File: config.mk
export PLATFORM = sky130hd
export DESIGN_NAME = lorom_bus_address_decoder
export DESIGN_NICKNAME = d
export VERILOG_FILES = /design/src/rtl/lrd_pkg.sv /design/src/rtl/lrd_cfg_regs.sv /design/src/rtl/lrd_decode.sv /design/src/rtl/lorom_bus_address_decoder.sv
export SDC_FILE = /design/constraint.sdc
export NUM_CORES = 1
export LEC_CHECK = 0
export ABC_AREA = 1
export BUFFER_PORTS_ARGS = -buffer_cell sky130_fd_sc_hd__buf_2
export CAP_MARGIN = 10
export CORE_MARGIN = 3
export CORE_UTILIZATION = 60
export CTS_CLUSTER_DIAMETER = 30
export DETAILED_ROUTE_END_ITERATION = 10
export PLACE_DENSITY_LB_ADDON = 0.2
export SETUP_SLACK_MARGIN = 0.4
export SLEW_MARGIN = 20
export SYNTH_ARGS = -nofsm -noshare
export SYNTH_HDL_FRONTEND = slang
export SYNTH_SLANG_ARGS = --single-unit
File: constraint.sdc
create_clock -name clk -period 6.4 [get_ports clk]
set_clock_uncertainty 0.05 [all_clocks]
set_input_delay 0.64 -clock clk [delete_from_list [all_inputs] [get_ports clk]]
set_output_delay 0.64 -clock clk [all_outputs]
set_load 0.01 [all_outputs]
File: src/rtl/lrd_pkg.sv
// Package: shared types, codes, reset values and the low system area map of the LoROM decoder.
package lrd_pkg;

    // Field widths of one bus access and of one decode result.
    localparam int AddrWidth   = 24;
    localparam int DataWidth   = 16;
    localparam int CyclesWidth = 10;
    localparam int TimingWidth = 8;
    localparam int CfgIdxWidth = 2;

    // Component codes.
    typedef enum logic [3:0] {
        COMP_RAM          = 4'd0,
        COMP_INDIRECT_RAM = 4'd1,
        COMP_PPU          = 4'd2,
        COMP_APU          = 4'd3,
        COMP_DMA          = 4'd4,
        COMP_MATHS        = 4'd5,
        COMP_IRQ          = 4'd6,
        COMP_ROM          = 4'd7,
        COMP_SRAM         = 4'd8,
        COMP_BUS_INTERNAL = 4'd9,
        COMP_JOYPADS      = 4'd10
    } comp_t;

    // Fault codes.
    typedef enum logic [1:0] {
        FAULT_NONE     = 2'd0,
        FAULT_UNMAPPED = 2'd1,
        FAULT_DENIED   = 2'd2
    } fault_t;

    // Access kinds a range accepts: bit 0 read, bit 1 write.
    typedef enum logic [1:0] {
        ACC_NONE = 2'd0,
        ACC_R    = 2'd1,
        ACC_W    = 2'd2,
        ACC_RW   = 2'd3
    } acc_t;

    // Per-byte timing selector.
    typedef enum logic [1:0] {
        TIM_RAM  = 2'd0,
        TIM_FAST = 2'd1,
        TIM_SLOW = 2'd2,
        TIM_ROM  = 2'd3
    } tim_t;

    // Operation codes.
    localparam logic OP_READ  = 1'b0;
    localparam logic OP_WRITE = 1'b1;

    // Configuration register indexes.
    localparam logic [CfgIdxWidth-1:0] CFG_RAM_CYCLES  = 2'd0;
    localparam logic [CfgIdxWidth-1:0] CFG_FAST_CYCLES = 2'd1;
    localparam logic [CfgIdxWidth-1:0] CFG_SLOW_CYCLES = 2'd2;
    localparam logic [CfgIdxWidth-1:0] CFG_ROM_CYCLES  = 2'd3;

    // Reset values of the timing registers.
    localparam logic [TimingWidth-1:0] RAM_CYCLES_RESET  = 8'd8;
    localparam logic [TimingWidth-1:0] FAST_CYCLES_RESET = 8'd6;
    localparam logic [TimingWidth-1:0] SLOW_CYCLES_RESET = 8'd12;
    localparam logic [TimingWidth-1:0] ROM_CYCLES_RESET  = 8'd8;

    // One bus access.
    typedef struct packed {
        logic                   operation;
        logic [AddrWidth-1:0]   bus_address;
        logic [1:0]             access_bytes;
        logic [DataWidth-1:0]   write_data;
    } in_item_t;

    // One decode result.
    typedef struct packed {
        logic [3:0]             component;
        logic [AddrWidth-1:0]   local_address;
        logic [CyclesWidth-1:0] access_cycles;
        logic [1:0]             fault;
        logic [DataWidth-1:0]   data_out;
    } out_item_t;

    // Timing register contents handed to the decoder.
    typedef struct packed {
        logic [TimingWidth-1:0] ram_cycles;
        logic [TimingWidth-1:0] fast_cycles;
        logic [TimingWidth-1:0] slow_cycles;
        logic [TimingWidth-1:0] rom_cycles;
    } cfg_t;

    // One entry of the low system area map.
    typedef struct packed {
        logic [15:0] lo;
        logic [15:0] hi;
        comp_t       comp;
        acc_t        acc;
        tim_t        tim;
    } sys_range_t;

    // Result of a map lookup.
    typedef struct packed {
        logic  found;
        comp_t comp;
        acc_t  acc;
        tim_t  tim;
    } sys_hit_t;

    localparam int SysMapLen = 18;

    // Low system area map: banks 0x00-0x3F, offsets 0x0000-0x7FFF. Earlier entries win.
    localparam sys_range_t SYS_MAP [SysMapLen] = '{
        '{16'h0000, 16'h1FFF, COMP_RAM,          ACC_RW, TIM_RAM },
        '{16'h2180, 16'h2180, COMP_INDIRECT_RAM, ACC_RW, TIM_RAM },
        '{16'h2181, 16'h2183, COMP_INDIRECT_RAM, ACC_W,  TIM_RAM },
        '{16'h2100, 16'h2133, COMP_PPU,          ACC_W,  TIM_FAST},
        '{16'h2134, 16'h213F, COMP_PPU,          ACC_R,  TIM_FAST},
        '{16'h2140, 16'h217F, COMP_APU,          ACC_RW, TIM_FAST},
        '{16'h4300, 16'h437F, COMP_DMA,          ACC_RW, TIM_FAST},
        '{16'h420B, 16'h420C, COMP_DMA,          ACC_RW, TIM_FAST},
        '{16'h4202, 16'h4206, COMP_MATHS,        ACC_W,  TIM_FAST},
        '{16'h4214, 16'h4217, COMP_MATHS,        ACC_R,  TIM_FAST},
        '{16'h4200, 16'h4200, COMP_IRQ,          ACC_RW, TIM_FAST},
        '{16'h4207, 16'h420A, COMP_IRQ,          ACC_RW, TIM_FAST},
        '{16'h4210, 16'h4212, COMP_IRQ,          ACC_RW, TIM_FAST},
        '{16'h420D, 16'h420D, COMP_BUS_INTERNAL, ACC_RW, TIM_FAST},
        '{16'h4016, 16'h4017, COMP_JOYPADS,      ACC_RW, TIM_SLOW},
        '{16'h4201, 16'h4201, COMP_JOYPADS,      ACC_RW, TIM_FAST},
        '{16'h4213, 16'h4213, COMP_JOYPADS,      ACC_RW, TIM_FAST},
        '{16'h4218, 16'h421F, COMP_JOYPADS,      ACC_RW, TIM_FAST}
    };

    // Parallel range compare over the map; the lowest matching entry is taken.
    function automatic sys_hit_t sys_lookup(input logic [15:0] off);
        sys_hit_t hit;
        hit.found = 1'b0;
        hit.comp  = COMP_RAM;
        hit.acc   = ACC_NONE;
        hit.tim   = TIM_RAM;
        for (int i = SysMapLen - 1; i >= 0; i--)
        begin
            if (off >= SYS_MAP[i].lo && off <= SYS_MAP[i].hi)
            begin
                hit.found = 1'b1;
                hit.comp  = SYS_MAP[i].comp;
                hit.acc   = SYS_MAP[i].acc;
                hit.tim   = SYS_MAP[i].tim;
            end
        end
        return hit;
    endfunction

endpackage

File: src/rtl/lrd_cfg_regs.sv
// Timing configuration registers of the LoROM decoder.
module lrd_cfg_regs (
    input  logic                               clk,
    input  logic                               rst_n,
    input  logic                               cfg_wr_en,
    input  logic [lrd_pkg::CfgIdxWidth-1:0]    cfg_index,
    input  logic [lrd_pkg::TimingWidth-1:0]    cfg_data,
    output lrd_pkg::cfg_t                      cfg
);

    lrd_pkg::cfg_t cfg_reg;
    lrd_pkg::cfg_t cfg_next;

    // Select the register addressed by the write.
    always_comb
    begin
        cfg_next = cfg_reg;
        if (cfg_wr_en)
        begin
            case (cfg_index)
                lrd_pkg::CFG_RAM_CYCLES:  cfg_next.ram_cycles  = cfg_data;
                lrd_pkg::CFG_FAST_CYCLES: cfg_next.fast_cycles = cfg_data;
                lrd_pkg::CFG_SLOW_CYCLES: cfg_next.slow_cycles = cfg_data;
                lrd_pkg::CFG_ROM_CYCLES:  cfg_next.rom_cycles  = cfg_data;
                default:                  cfg_next = cfg_reg;
            endcase
        end
    end

    always_ff @(posedge clk or negedge rst_n)
    begin
        if (!rst_n)
        begin
            cfg_reg.ram_cycles  <= lrd_pkg::RAM_CYCLES_RESET;
            cfg_reg.fast_cycles <= lrd_pkg::FAST_CYCLES_RESET;
            cfg_reg.slow_cycles <= lrd_pkg::SLOW_CYCLES_RESET;
            cfg_reg.rom_cycles  <= lrd_pkg::ROM_CYCLES_RESET;
        end
        else
        begin
            cfg_reg <= cfg_next;
        end
    end

    assign cfg = cfg_reg;

endmodule

File: src/rtl/lrd_decode.sv
// Combinational decode of one registered bus access into a component result.
module lrd_decode (
    input  lrd_pkg::in_item_t  item,
    input  lrd_pkg::cfg_t      cfg,
    output lrd_pkg::out_item_t result
);

    logic [7:0]                       bank;
    logic [15:0]                      off;
    logic [7:0]                       tb;
    lrd_pkg::sys_hit_t                sys_hit;
    logic                             found;
    lrd_pkg::comp_t                   comp;
    lrd_pkg::acc_t                    acc;
    lrd_pkg::tim_t                    tim;
    logic                             allowed;
    logic [lrd_pkg::AddrWidth-1:0]    local_addr;
    logic [lrd_pkg::TimingWidth-1:0]  per_byte;
    logic [lrd_pkg::CyclesWidth-1:0]  cycles;

    assign bank = item.bus_address[23:16];
    assign off  = item.bus_address[15:0];

    // Banks 0x80-0xFD mirror banks 0x00-0x7D.
    assign tb = (bank >= 8'h80 && bank <= 8'hFD) ? {1'b0, bank[6:0]} : bank;

    assign sys_hit = lrd_pkg::sys_lookup(off);

    // Region select: low system area, work RAM banks, ROM, otherwise SRAM.
    always_comb
    begin
        found = 1'b1;
        comp  = lrd_pkg::COMP_SRAM;
        acc   = lrd_pkg::ACC_RW;
        tim   = lrd_pkg::TIM_RAM;
        if (tb <= 8'h3F && off <= 16'h7FFF)
        begin
            found = sys_hit.found;
            comp  = sys_hit.comp;
            acc   = sys_hit.acc;
            tim   = sys_hit.tim;
        end
        else if (tb == 8'h7E || tb == 8'h7F)
        begin
            comp = lrd_pkg::COMP_RAM;
        end
        else if (off >= 16'h8000 || tb <= 8'h6F)
        begin
            comp = lrd_pkg::COMP_ROM;
            acc  = lrd_pkg::ACC_R;
            tim  = lrd_pkg::TIM_ROM;
        end
    end

    assign allowed = (item.operation == lrd_pkg::OP_WRITE) ? acc[1] : acc[0];

    // Component-local address of the first byte.
    always_comb
    begin
        case (comp)
            lrd_pkg::COMP_RAM:
            begin
                // Low mirror gives the offset; banks 0x7E-0x7F give a 17-bit address.
                if (tb >= 8'h7E)
                    local_addr = {7'd0, tb[0], off};
                else
                    local_addr = {8'd0, off};
            end
            // Banks 0xFE-0xFF act as banks 0x7E-0x7F, so the low seven bank bits suffice.
            lrd_pkg::COMP_ROM:          local_addr = {2'd0, tb[6:0], off[14:0]};
            // Banks 0x70-0x7D map to 0x0-0xD and 0xFE-0xFF to 0xE-0xF.
            lrd_pkg::COMP_SRAM:         local_addr = {5'd0, tb[3:0], off[14:0]};
            lrd_pkg::COMP_MATHS:        local_addr = {tb, off};
            lrd_pkg::COMP_BUS_INTERNAL: local_addr = item.bus_address;
            default:                    local_addr = {8'd0, off};
        endcase
    end

    // Per-byte timing times the access width.
    always_comb
    begin
        case (tim)
            lrd_pkg::TIM_RAM:  per_byte = cfg.ram_cycles;
            lrd_pkg::TIM_FAST: per_byte = cfg.fast_cycles;
            lrd_pkg::TIM_SLOW: per_byte = cfg.slow_cycles;
            default:           per_byte = cfg.rom_cycles;
        endcase
    end

    assign cycles = ({2'd0, per_byte} & {lrd_pkg::CyclesWidth{item.access_bytes[0]}})
                  + ({1'b0, per_byte, 1'b0} & {lrd_pkg::CyclesWidth{item.access_bytes[1]}});

    // Assemble the result; a fault clears every other field.
    always_comb
    begin
        result.component     = '0;
        result.local_address = '0;
        result.access_cycles = '0;
        result.data_out      = '0;
        if (!found)
        begin
            result.fault = lrd_pkg::FAULT_UNMAPPED;
        end
        else if (!allowed)
        begin
            result.fault = lrd_pkg::FAULT_DENIED;
        end
        else
        begin
            result.fault         = lrd_pkg::FAULT_NONE;
            result.component     = comp;
            result.local_address = local_addr;
            result.access_cycles = cycles;
            if (item.operation == lrd_pkg::OP_WRITE)
            begin
                if (item.access_bytes == 2'd1 || comp == lrd_pkg::COMP_BUS_INTERNAL)
                    result.data_out = {8'd0, item.write_data[7:0]};
                else
                    result.data_out = item.write_data;
            end
        end
    end

endmodule

File: src/rtl/lorom_bus_address_decoder.sv
// Top level of the LoROM bus address decoder: input register, decode, result register.
//
//   Channel  Signals                          Direction  Transfer when
//   input    in_valid, in_stall, in_data      in         in_valid && !in_stall
//   output   out_valid, out_stall, out_data   out        out_valid && !out_stall
//   config   cfg_wr_en, cfg_index, cfg_data   in         cfg_wr_en
//
// Each access passes through the input register, then through the decode logic into
// the result register. A new access is accepted every cycle unless in_stall is
// high. Reset clears both valid flags and loads the timing registers with their
// defaults. A stalled output holds the result register; the input register keeps
// filling, and in_stall rises only when both are occupied.
module lorom_bus_address_decoder (
    input  logic                               clk,
    input  logic                               rst_n,
    input  logic                               in_valid,
    output logic                               in_stall,
    input  lrd_pkg::in_item_t                  in_data,
    output logic                               out_valid,
    input  logic                               out_stall,
    output lrd_pkg::out_item_t                 out_data,
    input  logic                               cfg_wr_en,
    input  logic [lrd_pkg::CfgIdxWidth-1:0]    cfg_index,
    input  logic [lrd_pkg::TimingWidth-1:0]    cfg_data
);

    lrd_pkg::cfg_t      cfg;
    lrd_pkg::out_item_t decoded;

    logic               s1_valid_reg;
    logic               s1_valid_next;
    lrd_pkg::in_item_t  s1_item_reg;
    logic               out_valid_reg;
    logic               out_valid_next;
    lrd_pkg::out_item_t out_item_reg;

    logic               out_load;
    logic               s1_load;

    lrd_cfg_regs u_cfg_regs (
        .clk       (clk),
        .rst_n     (rst_n),
        .cfg_wr_en (cfg_wr_en),
        .cfg_index (cfg_index),
        .cfg_data  (cfg_data),
        .cfg       (cfg)
    );

    lrd_decode u_decode (
        .item   (s1_item_reg),
        .cfg    (cfg),
        .result (decoded)
    );

    // The result register can take a new result when empty or when its transfer completes.
    assign out_load = s1_valid_reg && (!out_valid_reg || !out_stall);
    assign in_stall = s1_valid_reg && !out_load;
    assign s1_load  = in_valid && !in_stall;

    assign s1_valid_next  = s1_load || (s1_valid_reg && !out_load);
    assign out_valid_next = out_load || (out_valid_reg && out_stall);

    // Valid flags.
    always_ff @(posedge clk or negedge rst_n)
    begin
        if (!rst_n)
        begin
            s1_valid_reg  <= 1'b0;
            out_valid_reg <= 1'b0;
        end
        else
        begin
            s1_valid_reg  <= s1_valid_next;
            out_valid_reg <= out_valid_next;
        end
    end

    // Payload registers.
    always_ff @(posedge clk)
    begin
        if (s1_load)
            s1_item_reg <= in_data;
        if (out_load)
            out_item_reg <= decoded;
    end

    assign out_valid = out_valid_reg;
    assign out_data  = out_item_reg;

endmodule
### Word-level counts from Yosys, hierarchy flattened

Index checks and enable logic that the tools add are counted.

| word-level totals | value |
|---|---|
| register bits after elaboration | 133 |
| latch bits | 0 |
| RAM bits | 0 |
| bits in read-only memories | 0 |
| bits of input ports | 58 |
| output and inout bits | 58 |
| logic and storage cells | 155 |
| memories kept | 0 |

| operators by class | value |
|---|---|
| add/sub/neg operators | 1 |
| multiply operators | 0 |
| divide/modulo/power cells | 0 |
| magnitude comparators | 43 |
| equal/unequal tests | 12 |
| shifts and indexed selects | 0 |
| mux-type cells | 34 |
| bitwise logic cells | 5 |
| reductions and logical operators | 44 |

Operators by type and width:

| kind | number |
|---|---|
| 16-bit by 15-bit <= comparator with 1-bit output, second input constant | 13 |
| 16-bit by 15-bit greater-or-equal comparator with 1-bit output, second input constant | 12 |
| 9-bit 2-to-1 mux | 18 |
| 24-bit case mux with 5 select lines | 1 |
| 16-bit by 14-bit greater-or-equal comparator with 1-bit output, second input constant | 5 |
| 16-bit by 14-bit <= comparator with 1-bit output, second input constant | 5 |
| 1-bit logical AND | 24 |
| 8-bit case mux with 3 select lines | 1 |
| 17-bit 2-to-1 mux | 1 |
| 8-bit by 7-bit equality test with 1-bit output, second input constant | 2 |
| 16-bit by 1-bit greater-or-equal comparator with 1-bit output, second input constant | 1 |
| 16-bit greater-or-equal comparator, second input constant | 1 |
| 16-bit by 13-bit <= comparator with 1-bit output, second input constant | 1 |
| 2-bit 2-to-1 mux | 7 |
| 4-bit 2-to-1 mux | 3 |
| 10-bit adder | 1 |
| 8-bit by 10-bit bitwise AND with 10-bit output | 1 |
| 9-bit by 10-bit bitwise AND with 10-bit output | 1 |
| 2-bit AND reduction | 5 |
| 4-bit by 3-bit equality test with 1-bit output, second input constant | 2 |
| 4-bit equality test, second input constant | 2 |
| 8-bit by 7-bit greater-or-equal comparator with 1-bit output, second input constant | 1 |
| 8-bit greater-or-equal comparator, second input constant | 1 |
| 8-bit by 6-bit <= comparator with 1-bit output, second input constant | 1 |
| 13 further kinds | 29 |

### Longest topological paths before layout

| logic depth | value |
|---|---|
| depth after elaboration | 25 |
| depth in mapped cells | 32 |
| depth with buffers taken out | 32 |

### By module

Synthesis repeated with hierarchy kept, for this count alone.

| second synthesis, totals | value |
|---|---|
| cells, all modules | 651 |
| area, all modules | 6462.4 um^2 |

By module, submodules not included:

| module | instances | cells each | area each (um^2) | sequential area each (um^2) |
|---|---|---|---|---|
| lorom_bus_address_decoder | 1 | 111 | 3067.9 | 3022.9 |
| lrd_decode | 1 | 397 | 1950.6 | 0.0 |
| lrd_cfg_regs | 1 | 143 | 1443.9 | 808.3 |

### Worst setup path before layout

OpenSTA, ideal clock, no wires.

| timing | value |
|---|---|
| path type | input port to flip-flop |
| from | in out_stall |
| to | reg out_item_reg (netlist bit out_data[0]), enable pin |
| setup time | 0.488 ns |
| data arrival time | 3.314 ns |
| data required time | 5.862 ns |
| setup slack | 2.548 ns |
| cell stages on the path | 1 |
| path buffers | 0 |
| path through | a21oi_1 |

| between the ends | value |
|---|---|
| longest elaborated chain between the ends | 3 |

Ends and longest elaborated chain:

| element | RTL line | RTL |
|---|---|---|
| start: declaration | lorom_bus_address_decoder.sv:20 | `input logic out_stall,` |
| 1-bit logical NOT | lorom_bus_address_decoder.sv:56 | `assign out_load = s1_valid_reg && (!out_valid_reg \|\| !out_stall);` |
| 1-bit logical OR | lorom_bus_address_decoder.sv:56 |  |
| 1-bit logical AND | lorom_bus_address_decoder.sv:56 |  |
| end signal: assignment | lorom_bus_address_decoder.sv:84 | `out_item_reg <= decoded;` |
| end: declaration | lorom_bus_address_decoder.sv:35 | `lrd_pkg::out_item_t out_item_reg;` |

No other way between the ends.
A chain may end at the register's enable or synchronous reset.

### Worst setup path after layout

| timing | value |
|---|---|
| from | reg s1_item_reg[39] (netlist name) |
| to | reg out_item_reg (netlist bit out_data[26]) (data pin) |

| between the ends | value |
|---|---|
| longest elaborated chain between the ends | 12 |
| elaborated cells on any way between the ends | 27 |
| classes of those cells | add/sub: 1; order compare: 4; eq/ne: 4; mux: 10; bitwise: 2; reduce/logical: 6 |

Ends and longest elaborated chain:

| element | RTL line | RTL |
|---|---|---|
| start: declaration | lorom_bus_address_decoder.sv:32 | `lrd_pkg::in_item_t s1_item_reg;` |
| start signal: assignment | lorom_bus_address_decoder.sv:82 | `s1_item_reg <= in_data;` |
| 8-bit greater-or-equal comparator or 8-bit <= comparator (tied branches) | lrd_decode.sv:25 | `assign tb = (bank >= 8'h80 && bank <= 8'hFD) ? {1'b0, bank[6:0]} : bank;` |
| 1-bit logical AND | lrd_decode.sv:25 |  |
| 8-bit 2-to-1 mux * | lrd_decode.sv:25 |  |
| 8-bit by 7-bit <= comparator with 1-bit output | lrd_decode.sv:47 | `else if (off >= 16'h8000 \|\| tb <= 8'h6F)` |
| 1-bit logical OR | lrd_decode.sv:47 |  |
| 2-bit 2-to-1 mux | lrd_decode.sv:47 |  |
| 2-bit 2-to-1 mux | lrd_decode.sv:43 | `else if (tb == 8'h7E \|\| tb == 8'h7F)` |
| 2-bit 2-to-1 mux | lrd_decode.sv:36 | `if (tb <= 8'h3F && off <= 16'h7FFF)` |
| 2-bit equality test, or another cell as far along | lrd_decode.sv:82 | `case (tim)` |
| 8-bit case mux with 3 select lines | lrd_decode.sv:82 |  |
| 8-bit by 10-bit bitwise AND with 10-bit output or 9-bit by 10-bit bitwise AND with 10-bit output (tied branches) | lrd_decode.sv:90, lrd_decode.sv:91 |  |
| 10-bit adder | lrd_decode.sv:91 | `+ ({1'b0, per_byte, 1'b0} & {lrd_pkg::CyclesWidth{item.access_bytes[1]}});` |

Every way passes the cells marked *; elsewhere a longest branch is shown, timed or not.

==> results_dict.tcl <==
set metrics [dict create \
    status "complete, no violations" \
    grt-ovfl-total 0 \
    layout_min_cycle_time_ns 4.579 \
    cellPowerDensity_nw_per_um2 299.9 \
    netlist_instances 682 \
    remaining_drc_errors 0 \
    max_slew_margin_pct 34.32 \
    layout-drive-gt1-share_pct 22.68 \
    ios 116 \
    avgRoutedWirePerCell_um 16.28 \
    wl_um 15560 \
    crit-reg2reg-launch "s1_item_reg[39]$_DFFE_PP_" \
    cts_tree "yes" \
    synth_top_area_cell "edfxtp_1" \
    die_w_um 109.2 \
    fp-row-count 37 \
    place.gp.congestion 0.9640 \
    ys_ff_latch 133 \
    cap_violations 0 \
    reg2reg_to "out_data[26]$_SDFFCE_PN0P_" \
    synth_warnings 0 \
    clockBufferDepth 2 \
    clock-sinks 133 \
    rsz0062_at_grt "false" \
    hold_path_class "primary input to async pin" \
    post-cts-setup-buffers 0 \
    cts_resized 0 \
    cts-htree-levels 4 \
    crit_fanout 17 \
    worst-setup-path-type "flip-flop to flip-flop" \
    fin_area_um2 7666 \
    detail-route-antenna-nets 0 \
    vias_per_cell 5.544 \
    avgSynthCellArea_um2 9.369 \
    period_share_pct 71.55 \
    synth.distinct_cells 40 \
    synth.most_common_cell "nand2_1" \
    power_uw 2299 \
    setup_violations 0 \
    worst_setup_path_start_kind "flip-flop" \
    core_um2 10320 \
    ys_seq_area_share_pct 59.96 \
    area_growth_pct 19.97 \
    worstPathArrival_ns 4.83 \
    synth.cell_area_um2 6390 \
    maxSlewViolCount 0 \
    grt_usage_pct 27.26 \
    largest_reg_flops 56 \
    ys_dominant_reg_cell "edfxtp_1" \
    cts_buffers 17 \
    clk_pin_slew_ns 0.06 \
    diodes 0 \
    cp_common_cell "nor2_1" \
    synthTopCellsByArea "edfxtp_1 (47%), dfrtp_1 (11%), nand2_1 (8.3%)" \
    tightest_slew_ns 0.9852 \
    netlist.area_leader.share_pct 46.52 \
    finalSetupTns_ns 0 \
    r2r_slack_ns 1.82 \
    cp_slowest_cell "nor2_1" \
    dieHeight_um 109.2 \
    first_iter_violations 549 \
    cts_hold_buffers 0 \
    clock_latency_ns 0.54 \
    crit_path_max_incr_delay_ns 0.47 \
    grt_pass1_wl_um 24510 \
    grt_max_degree 57 \
    vias 5300 \
    synth_commonest_cells "nand2_1 (142), nor2_1 (107), edfxtp_1 (99), inv_1 (95), o21ai_0 (45)" \
    io_buffer_count 115 \
    placed_area_um2 7088 \
    finalHoldViolCount 0 \
    vdd_drop_max_v 0.0002173 \
    synth_edf_count 99 \
    grt_pass1_vias 4942 \
    clockRootBuffer "clkbuf_8" \
    max_freq_ghz 0.2184 \
    start_util_pct 61.90 \
    synth_nets 748 \
    antenna_found_initial 0 \
    firstDrtPassIters 8 \
    die_area_um2 11920 \
    p_leak_uw 0.003526 \
    crit_path_end_kind "flip-flop" \
    fin_nets 873 \
    dpl.hpwl_um 11000 \
    r2r_cells 28 \
    worstPathRequired_ns 6.65 \
    synthArstFlopShare_pct 25.56 \
]
-- logic make-up after synthesis --
kind of cell | synth area share, %
other | 0.05869
and+or+nand+nor | 24.61
buffers and inverters | 6.873
xor gates and xnor gates | 0.1371
AOI/OAI and AO/OA | 6.677
adders and majority gates | 1.684
DFF | 59.96
-- final cells by class --
| type | count | area [um^2] |
|---|---|---|
| Inverter | 99 | 372.9 |
| Clock buffer | 27 | 545.5 |
| Timing Repair Buffer | 116 | 583.1 |
| Sequential cell | 133 | 3831 |
| Fill cell | 688 | 2658 |
| Multi-Input combinational cell | 440 | 2131 |
| Clock inverter | 5 | 32.53 |
| Tap cell | 136 | 170.2 |
-- metrics by stage --
step	setup WS (ns)	hold WS [ns]	instances	utilization (%)
after floorplan	2.548	0.2944	682	-
after global placement	2.295	0.4161	924	68.66
after detailed placement	1.930	0.4228	924	68.66
after CTS	1.909	0.1115	956	74.26
after global routing	1.301	0.1516	956	74.26
final	1.821	0.1121	956	74.26
-- how the worst max path moves through the flow --
stage,from,to,slack [ns],cells after the start
2_1_floorplan,out_stall,out_data[0]$_SDFFCE_PN0P_,2.55,1
3_3_place_gp,s1_item_reg[36]$_DFFE_PP_,out_data[26]$_SDFFCE_PN0P_,2.29,28
3_5_place_dp,s1_item_reg[38]$_DFFE_PP_,out_data[26]$_SDFFCE_PN0P_,1.93,28
4_1_cts,s1_item_reg[38]$_DFFE_PP_,out_data[26]$_SDFFCE_PN0P_,1.91,28
5_1_grt,s1_item_reg[39]$_DFFE_PP_,out_data[26]$_SDFFCE_PN0P_,1.30,28
6_report,s1_item_reg[39]$_DFFE_PP_,out_data[26]$_SDFFCE_PN0P_,1.82,28
-- critical path: cells and delay by family, from the launching register on --
family | cells | cell delay (ns)
buffers and inverters | 3 | 0.59
adders and majority gates | 1 | 0.29
and+or+nand+nor | 21 | 2.47
AOI/OAI and AO/OA | 3 | 0.51
DFF | 1 | 0.42
-- routing by layer --
metal  wire [um]  share of wire [%]  track usage, %
met5           0                  0               0
met4         233                1.5           8.816
met1        6647                 43           37.29
met2        7220                 46           43.20
met3        1460                9.4           6.690
-- cell usage in the layout (no fill, tap or decap), types with 3 or more instances in the layout --
cell type,n
nand2_1,142
buf_2,115
nor2_1,107
edfxtp_1,99
inv_1,94
o21ai_0,45
nand3_1,43
dfrtp_1,28
clkbuf_16,19
nand4_1,15
a21oi_1,15
nor3_1,13
nor2_2,8
ha_1,7
dfstp_2,6
nor2_4,5
nand2_2,5
o21ai_1,5
inv_2,4
nand3_2,4
o22ai_1,4
clkbuf_8,4
clkbuf_1,4
nand2_4,3
clkinv_2,3
-- where the power goes --
| part | internal [uW] | leakage [uW] | total (uW) | switching [uW] |
|---|---|---|---|---|
| sequential | 1030 | 0.00138 | 1080 | 45.5 |
| combinational | 94.6 | 0.00186 | 284 | 189 |
| clock | 578 | 0.000285 | 937 | 359 |
| total | 1710 | 0.00353 | 2300 | 594 |
Power figures use the tool's default switching activity.
